### config.mk
export PLATFORM = sky130hd
export DESIGN_NAME = wmpm_ctrl
export DESIGN_NICKNAME = d
export VERILOG_FILES = /design/src/hw/rtl/wmpm_pkg.sv /design/src/hw/rtl/wmpm_ctrl.sv
export SDC_FILE = /design/constraint.sdc
export NUM_CORES = 1
export LEC_CHECK = 0
export BUFFER_PORTS_ARGS = -buffer_cell sky130_fd_sc_hd__buf_2
export CORE_ASPECT_RATIO = 0.8
export CORE_MARGIN = 4
export CORE_UTILIZATION = 34
export CTS_CLUSTER_DIAMETER = 100
export DETAILED_ROUTE_END_ITERATION = 16
export HOLD_SLACK_MARGIN = 0.1
export SYNTH_ARGS = -nofsm -noshare
export SYNTH_HDL_FRONTEND = slang
export SYNTH_SLANG_ARGS = --single-unit
### constraint.sdc
create_clock -name clk -period 3.85 [get_ports clk]
set_clock_uncertainty 0.1 [all_clocks]
set_input_delay 0.77 -clock clk [delete_from_list [all_inputs] [get_ports clk]]
set_output_delay 0.77 -clock clk [all_outputs]
set_load 0.02 [all_outputs]
### src/hw/rtl/wmpm_pkg.sv
`default_nettype none
package wmpm_pkg;

  localparam int MAX_NODES   = 256;
  localparam int ALPHABET    = 20;
  localparam int WEIGHT_BITS = 18;
  localparam int NODE_W      = 8;
  localparam int SYM_W       = 5;
  localparam int W_IN_W      = 10;
  localparam int OP_W        = 2;
  localparam int CHILD_DEPTH = MAX_NODES * ALPHABET;
  localparam int CADDR_W     = $clog2(CHILD_DEPTH);
  localparam int QPTR_W      = NODE_W + 1;
  localparam int IN_DATA_W   = 16;
  localparam int OUT_DATA_W  = 32;
  localparam logic [NODE_W-1:0] ROOT = NODE_W'(1);

  typedef enum logic [OP_W-1:0] {
    OP_INSERT  = 2'd0,
    OP_BUILD   = 2'd1,
    OP_MATCH   = 2'd2,
    OP_RESTART = 2'd3
  } op_t;

  typedef enum logic [4:0] {
    ST_CLR, ST_IDLE,
    ST_I_RD, ST_I_CHK, ST_I_WRD, ST_I_WADD,
    ST_M_START, ST_M_END, ST_RESTART,
    ST_W_RD, ST_W_CHK,
    ST_B_INIT, ST_B_POP, ST_B_N, ST_B_PRD, ST_B_PCHK, ST_B_PF,
    ST_B_SETF, ST_B_WN, ST_B_WADD, ST_B_SRD, ST_B_SCHK, ST_B_END,
    ST_OUT_RD, ST_OUT_LD
  } state_t;

  typedef enum logic [4:0] {
    CMD_NONE, CMD_CLR, CMD_LOAD,
    CMD_I_RD, CMD_I_CHK, CMD_I_WRD, CMD_I_WADD,
    CMD_M_START, CMD_M_END, CMD_RESTART,
    CMD_W_RD, CMD_W_CHK,
    CMD_B_INIT, CMD_B_POP, CMD_B_N, CMD_B_PRD, CMD_B_PCHK, CMD_B_PF,
    CMD_B_SETF, CMD_B_WN, CMD_B_WADD, CMD_B_SRD, CMD_B_SCHK, CMD_B_END,
    CMD_OUT_RD, CMD_OUT_LD
  } cmd_t;

  // datapath flags seen by the controller
  typedef struct packed {
    logic clr_done;
    logic ins_ok;
    logic ins_last;
    logic walk_kid;
    logic walk_more;
    logic op_build;
    logic q_empty;
    logic q_root;
    logic par_root;
    logic n_root;
    logic scan_done;
    logic out_busy;
  } stat_t;

  function automatic logic [WEIGHT_BITS-1:0] sat_add(input logic [WEIGHT_BITS-1:0] a,
                                                     input logic [WEIGHT_BITS-1:0] b);
    logic [WEIGHT_BITS:0] s;
    s = {1'b0, a} + {1'b0, b};
    return s[WEIGHT_BITS] ? {WEIGHT_BITS{1'b1}} : s[WEIGHT_BITS-1:0];
  endfunction

endpackage
`default_nettype wire

### src/hw/rtl/wmpm_ctrl.sv
`default_nettype none
module wmpm_ctrl (
  input  wire logic                    clk,
  input  wire logic                    rst_n,
  input  wire logic                    in_tvalid,
  input  wire logic [wmpm_pkg::OP_W-1:0] in_op,
  input  wire wmpm_pkg::stat_t         st,
  output wmpm_pkg::cmd_t               cmd,
  output logic                         in_tready
);
  import wmpm_pkg::*;

  state_t state_r, state_nxt;

  always_ff @(posedge clk) begin
    if (!rst_n) begin
      state_r <= ST_CLR;
    end else begin
      state_r <= state_nxt;
    end
  end

  // next state
  always_comb begin
    state_nxt = state_r;
    case (state_r)
      ST_CLR:     if (st.clr_done) state_nxt = ST_IDLE;
      ST_IDLE: begin
        if (in_tvalid) begin
          case (op_t'(in_op))
            OP_INSERT: state_nxt = ST_I_RD;
            OP_BUILD:  state_nxt = ST_B_INIT;
            OP_MATCH:  state_nxt = ST_M_START;
            default:   state_nxt = ST_RESTART;
          endcase
        end
      end
      ST_I_RD:    state_nxt = ST_I_CHK;
      ST_I_CHK:   state_nxt = (st.ins_ok && st.ins_last) ? ST_I_WRD : ST_OUT_RD;
      ST_I_WRD:   state_nxt = ST_I_WADD;
      ST_I_WADD:  state_nxt = ST_OUT_RD;
      ST_M_START: state_nxt = ST_W_RD;
      ST_W_RD:    state_nxt = ST_W_CHK;
      ST_W_CHK: begin
        if (st.walk_kid || !st.walk_more) begin
          state_nxt = st.op_build ? ST_B_SETF : ST_M_END;
        end else begin
          state_nxt = ST_W_RD;
        end
      end
      ST_M_END:   state_nxt = ST_OUT_RD;
      ST_RESTART: state_nxt = ST_OUT_RD;
      ST_B_INIT:  state_nxt = ST_B_POP;
      ST_B_POP:   state_nxt = st.q_empty ? ST_B_END : ST_B_N;
      ST_B_N:     state_nxt = st.q_root ? ST_B_SETF : ST_B_PRD;
      ST_B_PRD:   state_nxt = ST_B_PCHK;
      ST_B_PCHK:  state_nxt = st.par_root ? ST_B_SETF : ST_B_PF;
      ST_B_PF:    state_nxt = ST_W_RD;
      ST_B_SETF:  state_nxt = st.n_root ? ST_B_SRD : ST_B_WN;
      ST_B_WN:    state_nxt = ST_B_WADD;
      ST_B_WADD:  state_nxt = ST_B_SRD;
      ST_B_SRD:   state_nxt = ST_B_SCHK;
      ST_B_SCHK:  state_nxt = st.scan_done ? ST_B_POP : ST_B_SRD;
      ST_B_END:   state_nxt = ST_OUT_RD;
      ST_OUT_RD:  state_nxt = ST_OUT_LD;
      ST_OUT_LD:  if (!st.out_busy) state_nxt = ST_IDLE;
      default:    state_nxt = ST_CLR;
    endcase
  end

  // command outputs
  always_comb begin
    in_tready = 1'b0;
    cmd       = CMD_NONE;
    case (state_r)
      ST_CLR:     cmd = CMD_CLR;
      ST_IDLE: begin
        in_tready = 1'b1;
        cmd       = in_tvalid ? CMD_LOAD : CMD_NONE;
      end
      ST_I_RD:    cmd = CMD_I_RD;
      ST_I_CHK:   cmd = CMD_I_CHK;
      ST_I_WRD:   cmd = CMD_I_WRD;
      ST_I_WADD:  cmd = CMD_I_WADD;
      ST_M_START: cmd = CMD_M_START;
      ST_M_END:   cmd = CMD_M_END;
      ST_RESTART: cmd = CMD_RESTART;
      ST_W_RD:    cmd = CMD_W_RD;
      ST_W_CHK:   cmd = CMD_W_CHK;
      ST_B_INIT:  cmd = CMD_B_INIT;
      ST_B_POP:   cmd = CMD_B_POP;
      ST_B_N:     cmd = CMD_B_N;
      ST_B_PRD:   cmd = CMD_B_PRD;
      ST_B_PCHK:  cmd = CMD_B_PCHK;
      ST_B_PF:    cmd = CMD_B_PF;
      ST_B_SETF:  cmd = CMD_B_SETF;
      ST_B_WN:    cmd = CMD_B_WN;
      ST_B_WADD:  cmd = CMD_B_WADD;
      ST_B_SRD:   cmd = CMD_B_SRD;
      ST_B_SCHK:  cmd = CMD_B_SCHK;
      ST_B_END:   cmd = CMD_B_END;
      ST_OUT_RD:  cmd = CMD_OUT_RD;
      ST_OUT_LD:  cmd = CMD_OUT_LD;
      default:    cmd = CMD_NONE;
    endcase
  end

endmodule
`default_nettype wire

# ---- Yosys cells after proc, flatten, opt, wreduce, memory -nomap -nowiden
# Index checks and enable logic that the tools add are counted.
dict set report op_classes {
  n_addsub 0
  mul 0
  n_div 0
  magnitude_cmp 0
  n_eq_ne 29
  shifts 0
  muxes 16
  bitwise_logic 0
  n_reduce_logical 8
}
# operator count
set op_table {}
lappend op_table {{5-bit one-hot mux with 25 select lines} 1}
lappend op_table {{5-bit one-hot mux with 21 select lines} 1}
lappend op_table {{5-bit == test, second input constant} 9}
lappend op_table {{5-bit two-way mux} 9}
lappend op_table {{5-bit by 4-bit == test with 1-bit output, second input constant} 8}
lappend op_table {{5-bit by 3-bit == test with 1-bit output, second input constant} 4}
lappend op_table {{4-bit one-hot mux with 3 select lines} 1}
lappend op_table {{5-bit by 2-bit == test with 1-bit output, second input constant} 2}
lappend op_table {{2-bit inequality test, second input constant} 3}
lappend op_table {{5-bit by 1-bit == test with 1-bit output, second input constant} 1}
lappend op_table {{5-bit zero test} 1}
lappend op_table {{4-bit OR reduction} 1}
lappend op_table {{3-bit two-way mux} 1}
lappend op_table {{3-bit AND reduction} 1}
lappend op_table {{2-bit by 1-bit == test with 1-bit output, second input constant} 1}
lappend op_table {{2-bit == test, second input constant} 1}
lappend op_table {{2-bit zero test} 1}
lappend op_table {{1-bit two-way mux} 2}
lappend op_table {{2-bit two-way mux} 1}
lappend op_table {{2-bit OR reduction} 1}
lappend op_table {{1-bit logical AND} 1}
lappend op_table {{1-bit zero test} 1}
lappend op_table {{1-bit logical OR} 1}
dict set report totals {
  ff_bits 5
  latch_bits 0
  ram_bits 0
  romBits 0
  input_bits 17
  out_inout_bits 6
  wordCells 54
  n_memories 0
}

# ---- Longest topological paths before layout
dict set report depth {
  depth_word 4
  ltp_mapped 7
  depth_no_buf 5
}

# ---- Least setup slack after synthesis
# OpenSTA, ideal clock, no wires.
dict set report synth_path {
  path_type {flip-flop to output port}
  start {register state_r[2]}
  end {output cmd[3]}
  arrival_time_ns 1.403
  required_time_ns 2.980
  slack_ns 1.577
  path_stages_with_launch 6
  n_path_buf 3
  cell_sequence {dfxtp_1 buf_2 buf_2 buf_4 nand2_1 o31ai_1}
}
dict set report synth_via {
  elab_chain_cells 2
  word_cells_on_any_way 26
  classes_between {eq/ne (24); mux (1); reduce/logical (1)}
}
# element line
set synth_lines {}
lappend synth_lines {{from (decl)} wmpm_ctrl.sv:13} ;# state_t state_r, state_nxt;
lappend synth_lines {{from (signal assigned)} wmpm_ctrl.sv:19} ;# state_r <= state_nxt;
lappend synth_lines {{5-bit == test, or another cell as far along} wmpm_ctrl.sv:75} ;# case (state_r)
lappend synth_lines {{5-bit one-hot mux with 25 select lines (*)} wmpm_ctrl.sv:75}
lappend synth_lines {{to (decl)} wmpm_ctrl.sv:8} ;# output wmpm_pkg::cmd_t cmd,
# Every way passes the cells marked *; elsewhere a longest branch is shown, timed or not.

# ---- Worst setup path after layout
dict set report layout_path {
  start {register state_r[0]}
  end {output cmd[3]}
}
# Same word-level chain as after synthesis.

==> results.yml <==
min_path:
  holdPathEnd: "state_r[3]"
  hp-class: "in -> reg"
  min_from: "rst_n"
  hold_depth: 2
clock_network:
  clock-sinks: 5
  cts-root-buf: "clkbuf_4"
  cts-resized-gates: 0
  clockBufferDepth: 2
  cts_tree: "done"
  cts-htree-levels: 1
  hold_buffers: 0
  clk_latency_ps: 240
  cts_buffers: 3
  path_clk_slew_ps: 50
  cts_setup_buffers: 0
global_route:
  busiest_layer: "met2"
  grt_start_max_net_pins: 30
  antenna_found_initial: 0
  track_usage_pct: 13.5
  gr-usage-met3_pct: 4.29
  overflow: 0
  use_met1_pct: 19.3
  gr-usage-met2_pct: 19.9
  grt_pass1_vias: 778
  grt_pass1_wl_um: 3660
pwr:
  p_per_area_nw_per_um2: 800
  vdd_drop_max_mv: 0.287
  combPwrFrac_pct: 64.1
  switchingPower_mw: 0.408
  totalPowerFinal_mw: 0.740
  netSwitchingFraction_pct: 55.1
  p_int_mw: 0.332
  power_leakage_nw: 0.364
  p_clk_share_pct: 8.2
  seq_power_share_pct: 27.8
critical_path:
  critPathKind: "reg -> out"
  r2r_cells: 4
  regToRegStartpoint: "state_r[2]"
  startpoint_type: "flop"
  crit_arrival_ps: 1920
  crit_path_end_kind: "output pin"
  r2r_end: "state_r[1]"
  reg2reg_setup_slack_ps: 1800
  path_max_fanout: 29
  cp-startpoint: "state_r[0]"
  worstPathRequired_ps: 2980
logic_synthesis:
  async_flop_share_pct: 0
  synth-xor-area-share_pct: 3.11
  synth_area_per_cell_um2: 7.17
  netlist_area_um2: 846
  synth_area_leaders: "dfxtp_1 12%, buf_4 6.2%, nor2b_1 5.2%"
  yosysMostFrequentCell: "nand2_1"
  synth_cell_types: 46
  yosys.area_share.adder_pct: 0
  synth_cells: 118
  synth-main-ff-cell: "dfxtp_1"
  synth.yosys.seq_area_share_pct: 11.8
  synth_seq_cells: 5
  synth_mux_area_share_pct: 1.33
  synth_edf_count: 0
  synth_nets: 135
  netlist.area_leader.share_pct: 11.8
  ys_warn_count: 0
  synth_top_family_by_area: "simple AND/OR/NAND/NOR gates"
  synth-simple-area-share_pct: 37.1
  synth_area_leader_cell: "dfxtp_1"
  synth_compound_area_share_pct: 33.1
cells_and_area:
  regMostFlops: "state_r"
  fill_cells: 247
  antennaDiodeCount: 0
  fin_util_pct: 41.1
  largest_reg_flops: 5
  largestRegisters: "state_r x5"
  synthToLayoutAreaGrowth_pct: 9.47
  finalNetCount: 150
  layout-drive-gt1-share_pct: 24.2
timing:
  fin_tns_setup_ps: 0
  finalHoldViolations: 0
  maxSlewHeadroom_pct: 42.3
  rsz0062_at_grt: "false"
  setup_violations: 0
  fin_crit_ps: 2790
  period_share_pct: 72.5
  worstMarginPinSlew_ps: 864
  slew_violations: 0
  fmax_ghz: 0.358
detailed_routing:
  wl_per_cell_um: 14.7
  first_iter_violations: 58
  vias: 954
  antenna_left: 0
  viasPerCell: 6.08
  drt_first_pass_iters: 4
  drc: 0
  wl_um: 2310
die:
  num_rows: 15
  fp.coreArea_um2: 2250
  initial_core_util_pct: 37.6
  die_width_um: 63.8
  pin_count: 23
  die_h_um: 52.6
  dieArea_um2: 3350
placement:
  dp_hpwl_um: 1690
  numPortBuffers: 22
  gp_congestion: 0.816
job:
  max-cap-violations: 0
outcome:
  status: "complete, no violations"
per-layer routing:
metal,wire [um],vias to the layer above
met5,0,-
met4,0,0
met3,165,0
met2,1010,38
met1,1130,443
li1,-,473
stage by stage:
| stage | cell area [um^2] | setup WS (ps) | hold slack [ps] | std cells |
|---|---|---|---|---|
| detailed placement | 900 | 1330 | 666 | 153 |
| finish | 926 | 1060 | 687 | 157 |
| floorplan | 846 | 1580 | 543 | 118 |
| global route | 926 | 894 | 668 | 157 |
| CTS | 926 | 1060 | 681 | 157 |
| global placement | 900 | 1370 | 656 | 153 |
logic make-up (layout without fill, tap and decap cells):
kind of cell,after synthesis,in the layout
xor+xnor,3,3
buf+inv,18,32
flops,5,5
simple gates,52,52
compound gates,39,39
mux,1,1
worst max-delay path by stage:
stage                     cells past startpoint  endpoint  slack, ps
final                                         5    cmd[3]       1060
after global routing                          5    cmd[3]        890
after CTS                                     5    cmd[3]       1060
after detailed placement                      5    cmd[3]       1330
after global placement                        5    cmd[3]       1370
after floorplan                               5    cmd[3]       1580
power groups by stage:
| stage | clock (mW) | combinational, mW | sequential (mW) |
|---|---|---|---|
| 2_1_floorplan | 0 | 0.516 | 0.0884 |
| 3_3_place_gp | 0 | 0.470 | 0.201 |
| 3_5_place_dp | 0 | 0.470 | 0.203 |
| 4_1_cts | 0.0631 | 0.474 | 0.203 |
| 5_1_grt | 0.0709 | 0.523 | 0.219 |
| 6_report | 0.0607 | 0.474 | 0.206 |
area by class of cell:
cell class / count / area [um^2] / area share (%)
clock buffers: 4 / 26.3 / 2.84
well taps: 25 / 31.3 / 3.38
inverters: 5 / 18.8 / 2.03
multi-input cells: 95 / 632 / 68.2
flip-flops and latches: 5 / 100 / 10.8
repair buffers: 23 / 118 / 12.7
critical path, cell delays in order, from the launching register on:
cell,delay [ps]
dfxtp_1,870
or2_2,260
a21oi_1,70
o21ai_0,190
o31ai_1,90
buf_2,190
cell usage in the layout (no fill, tap or decap), drive strengths merged, types with 2 or more instances in the layout:
| master | Yosys | routed |
|---|---|---|
| a211oi | 3 | 3 |
| a21boi | 2 | 2 |
| a21o | 2 | 2 |
| a21oi | 7 | 7 |
| a221oi | 2 | 2 |
| a31oi | 4 | 4 |
| a32o | 2 | 2 |
| buf | 13 | 23 |
| clkbuf | 0 | 4 |
| dfxtp | 5 | 5 |
| inv | 5 | 5 |
| nand2 | 9 | 9 |
| nand3 | 4 | 4 |
| nand3b | 3 | 3 |
| nand4 | 3 | 3 |
| nor2 | 7 | 7 |
| nor2b | 7 | 7 |
| nor3 | 3 | 3 |
| nor4 | 2 | 2 |
| o21ai | 7 | 7 |
| o22ai | 2 | 2 |
| or3 | 4 | 4 |
| xor2 | 2 | 2 |
Note: power is estimated with default switching activity, not from simulation.
